<file path="config.mk">
export PLATFORM = sky130hd
export DESIGN_NAME = integer_to_ascii_digits
export DESIGN_NICKNAME = d
export VERILOG_FILES = /design/src/hdl/itad_pkg.sv /design/src/hdl/itad_ctrl.sv /design/src/hdl/itad_datapath.sv /design/src/hdl/integer_to_ascii_digits.sv
export VERILOG_INCLUDE_DIRS = /design/src /design/src/hdl
export SDC_FILE = /design/constraint.sdc
export NUM_CORES = 1
export LEC_CHECK = 0
export BUFFER_PORTS_ARGS = -buffer_cell sky130_fd_sc_hd__buf_4
export CAP_MARGIN = 15
export CORE_UTILIZATION = 65
export DETAILED_ROUTE_END_ITERATION = 12
export GPL_TIMING_DRIVEN = 0
export PLACE_DENSITY = 0.83
export SYNTH_ARGS = -nofsm -noshare
export SYNTH_HDL_FRONTEND = slang
export SYNTH_SLANG_ARGS = --single-unit
</file>
<file path="constraint.sdc">
create_clock -name i_clk -period 9.12 [get_ports i_clk]
set_clock_uncertainty 0.1 [all_clocks]
set_input_delay 0.912 -clock i_clk [delete_from_list [all_inputs] [get_ports i_clk]]
set_output_delay 0.912 -clock i_clk [all_outputs]
set_load 0.01 [all_outputs]
</file>
<file path="src/hdl/integer_to_ascii_digits_assert.svh">
// Assertion macros shared by the RTL files.
`ifndef INTEGER_TO_ASCII_DIGITS_ASSERT_SVH
`define INTEGER_TO_ASCII_DIGITS_ASSERT_SVH

// The consequent must hold in the same cycle as the antecedent.
`define ITAD_ASSERT_SAME(label, clk, rst_n, ante, cons) \
    label: assert property (@(posedge clk) disable iff (!rst_n) (ante) |-> (cons)) \
        else $error("same-cycle check failed");

// The consequent must hold in the cycle after the antecedent.
`define ITAD_ASSERT_NEXT(label, clk, rst_n, ante, cons) \
    label: assert property (@(posedge clk) disable iff (!rst_n) (ante) |=> (cons)) \
        else $error("next-cycle check failed");

`endif

</file>
<file path="src/hdl/itad_pkg.sv">
package itad_pkg;

    localparam int VALUE_WIDTH = 64;
    localparam int DEC_DIGITS = (VALUE_WIDTH * 30103) / 100000 + 1;
    localparam int HEX_DIGITS = (VALUE_WIDTH + 3) / 4;
    localparam int NUM_DIGITS = (DEC_DIGITS > HEX_DIGITS) ? DEC_DIGITS : HEX_DIGITS;
    localparam int DIG_W = 4 * NUM_DIGITS;
    localparam int LEFT_W = $clog2(NUM_DIGITS + 1);
    localparam int CNT_W = $clog2(VALUE_WIDTH);

    localparam logic [1:0] CMD_UNSIGNED = 2'd0;
    localparam logic [1:0] CMD_SIGNED = 2'd1;
    localparam logic [1:0] CMD_HEX = 2'd2;

    localparam logic [7:0] CHAR_ZERO = 8'h30;
    localparam logic [7:0] CHAR_LETTER_BASE = 8'h37;
    localparam logic [7:0] CHAR_MINUS = 8'h2D;
    localparam logic [7:0] CHAR_SUFFIX = 8'h48;

    typedef struct packed {
        logic [1:0]  command;
        logic [63:0] value;
    } t_item;

    typedef struct packed {
        logic [7:0] character;
        logic       last;
    } t_result;

    typedef enum logic [2:0] {
        ST_IDLE,
        ST_CONVERT,
        ST_STRIP,
        ST_SIGN,
        ST_EMIT,
        ST_SUFFIX
    } t_state;

    typedef enum logic [1:0] {
        EMIT_DIGIT,
        EMIT_MINUS,
        EMIT_SUFFIX
    } t_emit_kind;

    typedef struct packed {
        logic       load;
        logic       dabble;
        logic       strip;
        logic       emit;
        t_emit_kind kind;
    } t_ctrl_cmd;

    typedef struct packed {
        logic top_zero;
        logic left_one;
        logic hex;
        logic neg;
    } t_dp_status;

    function automatic logic [7:0] glyph(input logic [3:0] digit);
        if (digit < 4'd10) begin
            return CHAR_ZERO + {4'h0, digit};
        end else begin
            return CHAR_LETTER_BASE + {4'h0, digit};
        end
    endfunction

endpackage

</file>
<file path="src/hdl/itad_ctrl.sv">
module itad_ctrl (
    input  logic                  i_clk,
    input  logic                  i_rst_n,
    input  logic                  i_start,
    input  logic                  i_hex_request,
    input  itad_pkg::t_dp_status  i_status,
    output itad_pkg::t_ctrl_cmd   o_cmd,
    output logic                  o_busy
);
    import itad_pkg::*;

    t_state             r_state;
    t_state             n_state;
    logic [CNT_W-1:0]   r_count;
    logic [CNT_W-1:0]   n_count;

    always_ff @(posedge i_clk) begin
        if (!i_rst_n) begin
            r_state <= ST_IDLE;
            r_count <= '0;
        end else begin
            r_state <= n_state;
            r_count <= n_count;
        end
    end

    always_comb begin
        n_state = r_state;
        n_count = r_count;
        o_cmd = '{load: 1'b0, dabble: 1'b0, strip: 1'b0, emit: 1'b0, kind: EMIT_DIGIT};
        o_busy = (r_state != ST_IDLE);
        unique case (r_state)
            ST_IDLE: begin
                if (i_start) begin
                    o_cmd.load = 1'b1;
                    n_count = '0;
                    n_state = i_hex_request ? ST_STRIP : ST_CONVERT;
                end
            end
            ST_CONVERT: begin
                o_cmd.dabble = 1'b1;
                n_count = r_count + 1'b1;
                if (r_count == CNT_W'(VALUE_WIDTH - 1)) begin
                    n_state = ST_STRIP;
                end
            end
            ST_STRIP: begin
                if (i_status.top_zero && !i_status.left_one) begin
                    o_cmd.strip = 1'b1;
                end else begin
                    n_state = i_status.neg ? ST_SIGN : ST_EMIT;
                end
            end
            ST_SIGN: begin
                o_cmd.emit = 1'b1;
                o_cmd.kind = EMIT_MINUS;
                n_state = ST_EMIT;
            end
            ST_EMIT: begin
                o_cmd.emit = 1'b1;
                o_cmd.kind = EMIT_DIGIT;
                if (i_status.left_one) begin
                    n_state = i_status.hex ? ST_SUFFIX : ST_IDLE;
                end
            end
            ST_SUFFIX: begin
                o_cmd.emit = 1'b1;
                o_cmd.kind = EMIT_SUFFIX;
                n_state = ST_IDLE;
            end
            default: begin
                n_state = ST_IDLE;
            end
        endcase
    end

`include "integer_to_ascii_digits_assert.svh"

    `ITAD_ASSERT_NEXT(a_convert_exit, i_clk, i_rst_n, r_state == ST_CONVERT, r_state == ST_CONVERT || r_state == ST_STRIP)
    `ITAD_ASSERT_SAME(a_strip_not_hex_sign, i_clk, i_rst_n, r_state == ST_SIGN, !i_status.hex)

endmodule

</file>
<file path="src/hdl/itad_datapath.sv">
module itad_datapath (
    input  logic                  i_clk,
    input  logic                  i_rst_n,
    input  itad_pkg::t_item       i_item,
    input  itad_pkg::t_ctrl_cmd   i_cmd,
    output itad_pkg::t_dp_status  o_status,
    output logic                  o_strobe,
    output itad_pkg::t_result     o_result
);
    import itad_pkg::*;

    logic [DIG_W-1:0]        r_dig;
    logic [DIG_W-1:0]        n_dig;
    logic [VALUE_WIDTH-1:0]  r_bin;
    logic [VALUE_WIDTH-1:0]  n_bin;
    logic [LEFT_W-1:0]       r_left;
    logic [LEFT_W-1:0]       n_left;
    logic                    r_hex;
    logic                    r_neg;
    logic                    r_strobe;
    logic [7:0]              r_char;
    logic                    r_last;

    logic [VALUE_WIDTH-1:0]  in_val;
    logic [VALUE_WIDTH-1:0]  in_mag;
    logic                    in_hex;
    logic                    in_neg;
    logic [DIG_W-1:0]        adj;
    logic [3:0]              top;
    logic [7:0]              emit_char;
    logic                    emit_last;

    // Command bit 1 selects hexadecimal, so the unused code also prints in hexadecimal.
    assign in_hex = i_item.command[1];
    assign in_val = i_item.value[VALUE_WIDTH-1:0];
    assign in_neg = (i_item.command == CMD_SIGNED) && in_val[VALUE_WIDTH-1];
    assign in_mag = in_neg ? (~in_val + 1'b1) : in_val;
    assign top = r_dig[DIG_W-1 -: 4];

    always_comb begin
        for (int i = 0; i < NUM_DIGITS; i++) begin
            adj[4*i +: 4] = (r_dig[4*i +: 4] >= 4'd5) ? (r_dig[4*i +: 4] + 4'd3)
                                                      : r_dig[4*i +: 4];
        end
    end

    always_comb begin
        n_dig = r_dig;
        n_bin = r_bin;
        n_left = r_left;
        if (i_cmd.load) begin
            n_dig = in_hex ? DIG_W'(in_mag) : '0;
            n_bin = in_mag;
            n_left = LEFT_W'(NUM_DIGITS);
        end else if (i_cmd.dabble) begin
            n_dig = {adj[DIG_W-2:0], r_bin[VALUE_WIDTH-1]};
            n_bin = {r_bin[VALUE_WIDTH-2:0], 1'b0};
        end else if (i_cmd.strip || (i_cmd.emit && i_cmd.kind == EMIT_DIGIT)) begin
            n_dig = {r_dig[DIG_W-5:0], 4'h0};
            n_left = r_left - 1'b1;
        end
    end

    always_comb begin
        emit_char = glyph(top);
        emit_last = 1'b0;
        unique case (i_cmd.kind)
            EMIT_DIGIT: begin
                emit_char = glyph(top);
                emit_last = (r_left == LEFT_W'(1)) && !r_hex;
            end
            EMIT_MINUS: begin
                emit_char = CHAR_MINUS;
            end
            EMIT_SUFFIX: begin
                emit_char = CHAR_SUFFIX;
                emit_last = 1'b1;
            end
            default: begin
                emit_char = glyph(top);
            end
        endcase
    end

    always_ff @(posedge i_clk) begin
        r_dig <= n_dig;
        r_bin <= n_bin;
        r_left <= n_left;
        if (i_cmd.load) begin
            r_hex <= in_hex;
            r_neg <= in_neg;
        end
        if (i_cmd.emit) begin
            r_char <= emit_char;
            r_last <= emit_last;
        end
    end

    always_ff @(posedge i_clk) begin
        if (!i_rst_n) begin
            r_strobe <= 1'b0;
        end else begin
            r_strobe <= i_cmd.emit;
        end
    end

    assign o_status = '{top_zero: (top == 4'h0), left_one: (r_left == LEFT_W'(1)),
                        hex: r_hex, neg: r_neg};
    assign o_strobe = r_strobe;
    assign o_result = '{character: r_char, last: r_last};

`include "integer_to_ascii_digits_assert.svh"

    `ITAD_ASSERT_NEXT(a_gap_after_last, i_clk, i_rst_n, r_strobe && r_last, !r_strobe)
    `ITAD_ASSERT_SAME(a_digit_left, i_clk, i_rst_n, i_cmd.emit && i_cmd.kind == EMIT_DIGIT, r_left != '0)

endmodule

</file>
<file path="src/hdl/integer_to_ascii_digits.sv">
// Channel   Ports                        Transfer
// input     start, busy, i_item          start high while busy is low
// result    o_strobe, o_result           o_strobe high for one cycle per character
//
// Decimal items are loaded, run a double-dabble step for each value bit, drop leading zero
// digits one at a time, then emit their characters, a minus sign first if negative.
// Hexadecimal items skip the double-dabble pass.
// Reset is synchronous and active low; it returns the controller to idle.
// Results cannot be stalled; busy stays high until the last character is issued.
module integer_to_ascii_digits (
    input  logic               i_clk,
    input  logic               i_rst_n,
    input  logic               start,
    input  itad_pkg::t_item    i_item,
    output logic               busy,
    output logic               o_strobe,
    output itad_pkg::t_result  o_result
);
    import itad_pkg::*;

    t_ctrl_cmd   cmd;
    t_dp_status  status;

    itad_ctrl u_ctrl (
        .i_clk         (i_clk),
        .i_rst_n       (i_rst_n),
        .i_start       (start),
        .i_hex_request (i_item.command[1]),
        .i_status      (status),
        .o_cmd         (cmd),
        .o_busy        (busy)
    );

    itad_datapath u_datapath (
        .i_clk    (i_clk),
        .i_rst_n  (i_rst_n),
        .i_item   (i_item),
        .i_cmd    (cmd),
        .o_status (status),
        .o_strobe (o_strobe),
        .o_result (o_result)
    );

endmodule

</file>
==> summary.md, run 1 <==
| Metric | Value |
|---|---|
| Post-synth top area share | `42.95%` |
| CP startpoint kind | `primary input` |
| Worst Setup End Kind | `flop` |
| Commonest non-fill, non-tap cell in the layout | `edfxtp_1` |
| RSZ-0062 raised after global routing | `false` |
| First-pass GRT wire length | `46,890 um` |
| Syn-to-layout area delta | `14.19%` |
| Yosys top cell by area | `edfxtp_1` |
| CTS Root Cell | `clkbuf_16` |
| CTS tree | `built` |
| Commonest cells after routing, fill and taps aside | `edfxtp_1 (154), o21ai_0 (147), nand2_1 (124)` |
| CTS Buffer Depth | `2` |
| CTS clk-pin slew, worst paths | `0.07 ns` |
| Cells after synthesis | `1,180` |
| Final hold violations | `0` |
| Grt total ovfl | `0` |
| Part of the Yosys area used for sequential elements | `45.74%` |
| WP data arrival | `4.17 ns` |
| Syn_area_per_cell | `9.125 um^2` |
| Top FF cell, synth | `edfxtp_1` |
| EDFF count, synth | `154` |
| Setup TNS | `0 ns` |
| Final period utilization | `44.99%` |
| Post-DP HPWL | `20,580 um` |
| Slew headroom | `29.26%` |
| Leak | `0.004493 uW` |
| GRT Resource Usage Total | `35.98%` |
| Critical path class | `in2reg` |
| Via-to-Cell Ratio | `6.572` |
| Synth area leaders | `edfxtp_1 (43%), o21ai_0 (6.8%), xnor2_1 (5.4%)` |
| ANT nets after route | `0` |
| Layout cells sized above 1 | `9.373%` |
| Tot Pwr | `4520 uW` |
| Num CTS Buffers | `17` |
| Total Nets Final | `1,391` |
| Slew @ Worst Pin | `1.051 ns` |
| Cell Rows | `46` |
| CP Data Required Time | `9.19 ns` |
| Hold buffer count at CTS | `0` |
| Worst slack at placement | `4.872 ns` |
| Final Setup Violations | `0` |
| IO Count | `80` |
| WL/cell | `19.72 um` |
| Slack of the critical path | `5.017 ns` |
| Worst skew pair latency | `0.43 ns` |
| Asr flop ratio synth | `0%` |
| Synth Register Bits | `169` |
| Gp weighted congestion | `0.9434` |
| Hold Crit Class | `reg2reg` |
| Iter 0 DRT Violations | `1,340` |
| MaxCap Viol Count | `0` |
| Initial antenna violation count | `0` |
| Post-layout min period | `4.103 ns` |
| Drt drc | `0` |
| Mapped cell area | `0.01077 mm^2` |
| Area of the core | `0.01600 mm^2` |
| H-tree depth reported by CTS | `4` |
| Routed Wire Length | `29,720 um` |
| Initial Utilization | `67.30%` |
| Die X | `130.7 um` |
| PwrDens | `367.6 mW/mm^2` |
| Via count | `9,904` |
| Yosys Warn Count | `0` |
| IO Port Bufs | `76` |
| Peak Freq | `243.7 MHz` |
| Largest net degree at the start of global routing | `57` |
| Status | `complete, no violations` |
| Post-CTS Setup Inserts | `0` |
| Syn nets | `1,293` |
| Netlist cell types | `56` |
| Number of global-route vias before repair | `9,345` |
| Die Area | `0.01709 mm^2` |
| ANT cells | `0` |
| TritonRoute pass-1 iters | `6` |
| Clk sink count | `169` |
| Die height | `130.7 um` |
| Slew Viols, Final | `0` |
| Largest fanout on the critical path | `6` |
| Peak supply drop | `0.2653 mV` |
| PostCTS Resize Cnt | `0` |
area by class of cell:
type	instances	area, um^2
Buffer	61	250.2
Timing Repair Buffer	79	623.1
Clock buffer	23	478.0
Tap cell	216	270.3
Fill cell	1125	3705
Clock inverter	9	145.1
Inverter	56	210.2
Multi-Input combinational cell	894	5394
Sequential cell	169	4925
registers in the layout, indices dropped and copies added, names as in the netlist, 3 cells and up:
signal             count
u_ctrl.r_count         6
u_ctrl.r_state         3
u_datapath.r_bin      64
u_datapath.r_char      7
u_datapath.r_dig      80
u_datapath.r_left      5
metal layers:
metal  up-vias  GRT usage, %  wire, um
li1       4493             -         -
met1      4634         47.32     11550
met2       662         57.83     13920
met3       115         6.311      3035
met4         0         17.51      1213
met5         -             0         0
critical path: stages:
cell	delay (ns)
buf_4	0.12
inv_1	0.07
ha_1	0.21
or4b_1	0.45
buf_2	0.17
nor4_1	0.86
nand2_1	0.39
o41ai_1	0.71
xor2_1	0.18
o21ai_0	0.09
kinds of logic (layout without fill, tap and decap cells):
kind of cell    count (synthesis)  in the layout  share of synthesized area, %
simple gates                  393            393                         17.78
compound gates                367            367                         19.81
flops                         169            169                         45.74
buf+inv                       117            228                         4.241
xor+xnor                       86             86                         6.995
fa+ha+maj                      44             44                         5.113
mux                             3              3                        0.2905
other cells                     1              1                       0.03483
synth_stat cells (all sizes together) (2+ instances only):
| library cell | instances |
|---|---|
| nand4 | 2 |
| o22ai | 2 |
| o221ai | 18 |
| inv | 56 |
| nor4b | 2 |
| clkbuf | 50 |
| nor4 | 11 |
| o211ai | 3 |
| and3 | 4 |
| nand2 | 125 |
| xnor2 | 67 |
| a21boi | 3 |
| and2 | 9 |
| edfxtp | 154 |
| a211oi | 7 |
| a22oi | 36 |
| xor2 | 19 |
| mux2i | 2 |
| or2 | 3 |
| ha | 44 |
| nor3b | 22 |
| a21oi | 107 |
| or3 | 10 |
| nor3 | 33 |
| or4 | 12 |
| a31oi | 18 |
| a41oi | 3 |
| o31ai | 9 |
| o21ai | 152 |
| dfxtp | 15 |
| o41ai | 3 |
| nand2b | 17 |
| nand3 | 20 |
| nor2 | 96 |
| nor2b | 23 |
| buf | 11 |
power by group:
group	leakage (uW)	internal [uW]	switching, uW
Sequential	0.00164	1490	292
Combinational	0.00255	728	1230
Clock	0.000302	478	300
Total	0.00449	2690	1830
stage by stage:
step | hold slack, ns | util [%] | instance area (um^2) | std cells
CTS | 0.3778 | 76.81 | 12290 | 1506
global route | 0.3939 | 76.85 | 12300 | 1507
detailed placement | 0.3661 | 72.92 | 11670 | 1474
finish | 0.3897 | 76.85 | 12300 | 1507
floorplan | 0.3428 | - | 10770 | 1180
global placement | 0.3582 | 72.55 | 11610 | 1472
path summary, 6_finish.rpt:
| path | start | to | slack (ns) | cells past startpoint |
|---|---|---|---|---|
| max | i_item[0] | u_datapath.r_bin[42] | 5.02 | 10 |
| min | u_ctrl.r_count[3] | u_ctrl.r_count[3] | 0.39 | 1 |
| max reg2reg | u_ctrl.r_state[2] | u_datapath.r_dig[23] | 5.60 | 8 |
| min reg2reg | u_ctrl.r_count[3] | u_ctrl.r_count[3] | 0.39 | 1 |
Power figures use the tool's default switching activity.
==> inputs of run 2 (changes only) <==
--- a/config.mk
+++ b/config.mk
@@ -8,10 +8,10 @@
 export LEC_CHECK = 0
 export BUFFER_PORTS_ARGS = -buffer_cell sky130_fd_sc_hd__buf_4
 export CAP_MARGIN = 15
-export CORE_UTILIZATION = 65
+export CORE_UTILIZATION = 55
 export DETAILED_ROUTE_END_ITERATION = 12
 export GPL_TIMING_DRIVEN = 0
-export PLACE_DENSITY = 0.83
+export PLACE_DENSITY = 0.75
 export SYNTH_ARGS = -nofsm -noshare
 export SYNTH_HDL_FRONTEND = slang
 export SYNTH_SLANG_ARGS = --single-unit
==> constraint.sdc (replaced) <==
create_clock -name i_clk -period 3.75 [get_ports i_clk]
set_clock_uncertainty 0.1 [all_clocks]
set_input_delay 0.375 -clock i_clk [delete_from_list [all_inputs] [get_ports i_clk]]
set_output_delay 0.375 -clock i_clk [all_outputs]
set_load 0.01 [all_outputs]
==> run 2 against run 1 <==
Effect of this change:
- non-clock buffer count stayed put
- register-to-register slack worse by 5.2 ns
- routed wire length is 2.3% higher
- largest power group unchanged
==> summary.md, run 2 (synthesis gave the netlist of run 1 again) <==
| Metric | Value |
|---|---|
| ANT nets after route | `0 (unchanged)` |
| Area of the core | `0.01896 mm^2 (+18%)` |
| Routed Wire Length | `30,410 um (+2.3%)` |
| CTS Root Cell | `clkbuf_16` |
| Drt drc | `0 (unchanged)` |
| PwrDens | `889.2 mW/mm^2 (+140%)` |
| Clk sink count | `169 (unchanged)` |
| Reg2Reg Depth | `8 (unchanged)` |
| Total Nets Final | `1,391 (unchanged)` |
| MaxCap Viol Count | `0 (unchanged)` |
| Register name with the most flops | `u_datapath.r_dig` |
| Final period utilization | `91.52%` |
| Status | `complete, no violations` |
| Critical path class | `in2reg` |
| Slew headroom | `27.39% (-1.9 points)` |
| IO Port Bufs | `76 (unchanged)` |
| Initial antenna violation count | `0 (unchanged)` |
| CP max stage delay | `0.80 ns (-0.06 ns)` |
| Final Setup Violations | `0 (unchanged)` |
| Worst Setup End Kind | `flop` |
| Grt total ovfl | `0 (unchanged)` |
| Max reg flops | `80 (unchanged)` |
| Die height | `141.9 um (+8.6%)` |
| Post-CTS Setup Inserts | `0 (unchanged)` |
| Gp weighted congestion | `0.9341 (-0.99%)` |
| Crit path cell chain | `buf_4 > inv_1 > ha_1 > or4b_1 > buf_2 > nor4_1 > nand2_1 > o41ai_1 > xor2_1 > o21ai_0` |
| Peak supply drop | `0.3836 mV (+45%)` |
| Post-DP HPWL | `21,430 um (+4.1%)` |
| Initial Utilization | `56.81% (-10 points)` |
| ANT cells | `0 (unchanged)` |
| Peak Freq | `291.4 MHz` |
| Worst path slowest cell | `nor4_1` |
| Hold Crit Class | `in2reg` |
| Worst skew pair latency | `0.44 ns (about the same)` |
| Hold path depth | `1 (unchanged)` |
| Num CTS Buffers | `17 (unchanged)` |
| Leak | `0.004483 uW (-0.22%)` |
| CP Data Required Time | `3.83 ns (-5.36 ns)` |
| Post-layout min period | `3.432 ns` |
| Largest fanout on the critical path | `6 (unchanged)` |
| RSZ-0062 raised after global routing | `false` |
| CTS tree | `built` |
| Die Area | `0.02014 mm^2 (+18%)` |
| Largest regs | `u_datapath.r_dig (80), u_datapath.r_bin (64), u_datapath.r_char (7)` |
| Layout cells sized above 1 | `9.760% (+0.39 points)` |
| Tot Pwr | `10,980 uW (+140%)` |
| Number of global-route vias before repair | `9,100 (-2.6%)` |
| CTS clk-pin slew, worst paths | `0.07 ns (about the same)` |
| GRT Resource Usage Total | `31.19% (-4.8 points)` |
| First-pass GRT wire length | `47,820 um (+2.0%)` |
| Sequential Area | `0.004925 mm^2 (unchanged)` |
| Syn-to-layout area delta | `14.65%` |
| WL/cell | `19.60 um (-0.58%)` |
| H-tree depth reported by CTS | `4 (unchanged)` |
| WP data arrival | `3.51 ns (-0.66 ns)` |
| Via count | `9,710 (-2.0%)` |
| Slew @ Worst Pin | `1.081 ns (+0.02937 ns)` |
| Fillcell total | `1,568 (+39%)` |
| Fin util | `65.13% (-12 points)` |
| CP startpoint kind | `primary input` |
| TritonRoute pass-1 iters | `6 (unchanged)` |
| Via-to-Cell Ratio | `6.260 (-4.7%)` |
| Setup TNS | `0 ns (unchanged)` |
| Die X | `141.9 um (+8.6%)` |
| Largest net degree at the start of global routing | `42 (-26%)` |
| Commonest non-fill, non-tap cell in the layout | `edfxtp_1` |
| Slew Viols, Final | `0 (unchanged)` |
| Area of the multi-input gates | `0.005394 mm^2 (unchanged)` |
| Cell Rows | `50 (+8.7%)` |
| CTS Buffer Depth | `2 (unchanged)` |
| Commonest cells after routing, fill and taps aside | `edfxtp_1 (154), o21ai_0 (147), nand2_1 (124)` |
| Iter 0 DRT Violations | `1,158 (-14%)` |
| IO Count | `80 (unchanged)` |
| Final hold violations | `0 (unchanged)` |
## run 2: cell count changes in the layout (fill, tap and decap cells not counted), sizes merged
cell / change
clkbuf: -5
clkinvlp: +3
inv: +2
## run 2: area by class of cell
cell class                      count  area share [%]
Clock inverter                     14           1.581
Tap cell                          260           2.635
Multi-Input combinational cell    894           43.69
Clock buffer                       18           3.476
Sequential cell                   169           39.89
Inverter                           56           1.703
Buffer                             61           2.037
Timing Repair Buffer               79           4.986
## run 2: power by group
| part | internal (uW) | leakage [uW] | switching (uW) |
|---|---|---|---|
| logic | 1760 | 0.00255 | 2980 |
| registers | 3620 | 0.00164 | 708 |
| clock network | 1120 | 0.000293 | 790 |
## run 2: repair_timing
| action | CTS | global route |
|---|---|---|
| endpoints found under the setup margin | 0 | 80 |
| gates resized for setup | 0 | 2 |
| hold buffers | 0 | 0 |
## run 2: path summary, 6_finish.rpt
kind	slack [ns]	from	to
setup / recovery	0.32	i_item[0]	u_datapath.r_bin[42]
setup reg to reg	0.43	u_ctrl.r_state[2]	u_datapath.r_dig[25]
hold / removal	0.06	i_item[65]	u_datapath.r_hex
hold reg to reg	0.38	u_ctrl.r_count[3]	u_ctrl.r_count[3]
## run 2: critical path, delay by kind of cell
family / cells / cell delay [ns]
adders and majority gates: 1 / 0.21
buffers and inverters: 3 / 0.38
AOI/OAI and AO/OA: 2 / 0.72
xor gates and xnor gates: 1 / 0.19
and+or+nand+nor: 3 / 1.63
## run 2: stage by stage
| step | setup slack (ns) | std cells | hold WS [ns] | instance area (um^2) |
|---|---|---|---|---|
| 2_1_floorplan | 0.02913 | 1180 | 0.3428 | 10770 |
| 5_1_grt | 0.1224 | 1551 | 0.05076 | 12350 |
| 3_3_place_gp | -1.892 | 1516 | 0.3651 | 11660 |
| 4_1_cts | 0.1295 | 1550 | 0.04657 | 12340 |
| 6_report | 0.3182 | 1551 | 0.05812 | 12350 |
| 3_5_place_dp | 0.0002172 | 1518 | 0.3679 | 11720 |
## run 2: per-layer routing
| layer | wire length, um | up-vias | GRT usage [%] |
|---|---|---|---|
| li1 | - | 4497 | - |
| met1 | 12450 | 4556 | 41.88 |
| met2 | 14150 | 569 | 50.19 |
| met3 | 2766 | 88 | 5.231 |
| met4 | 1040 | 0 | 12.90 |
| met5 | 0 | - | 0 |
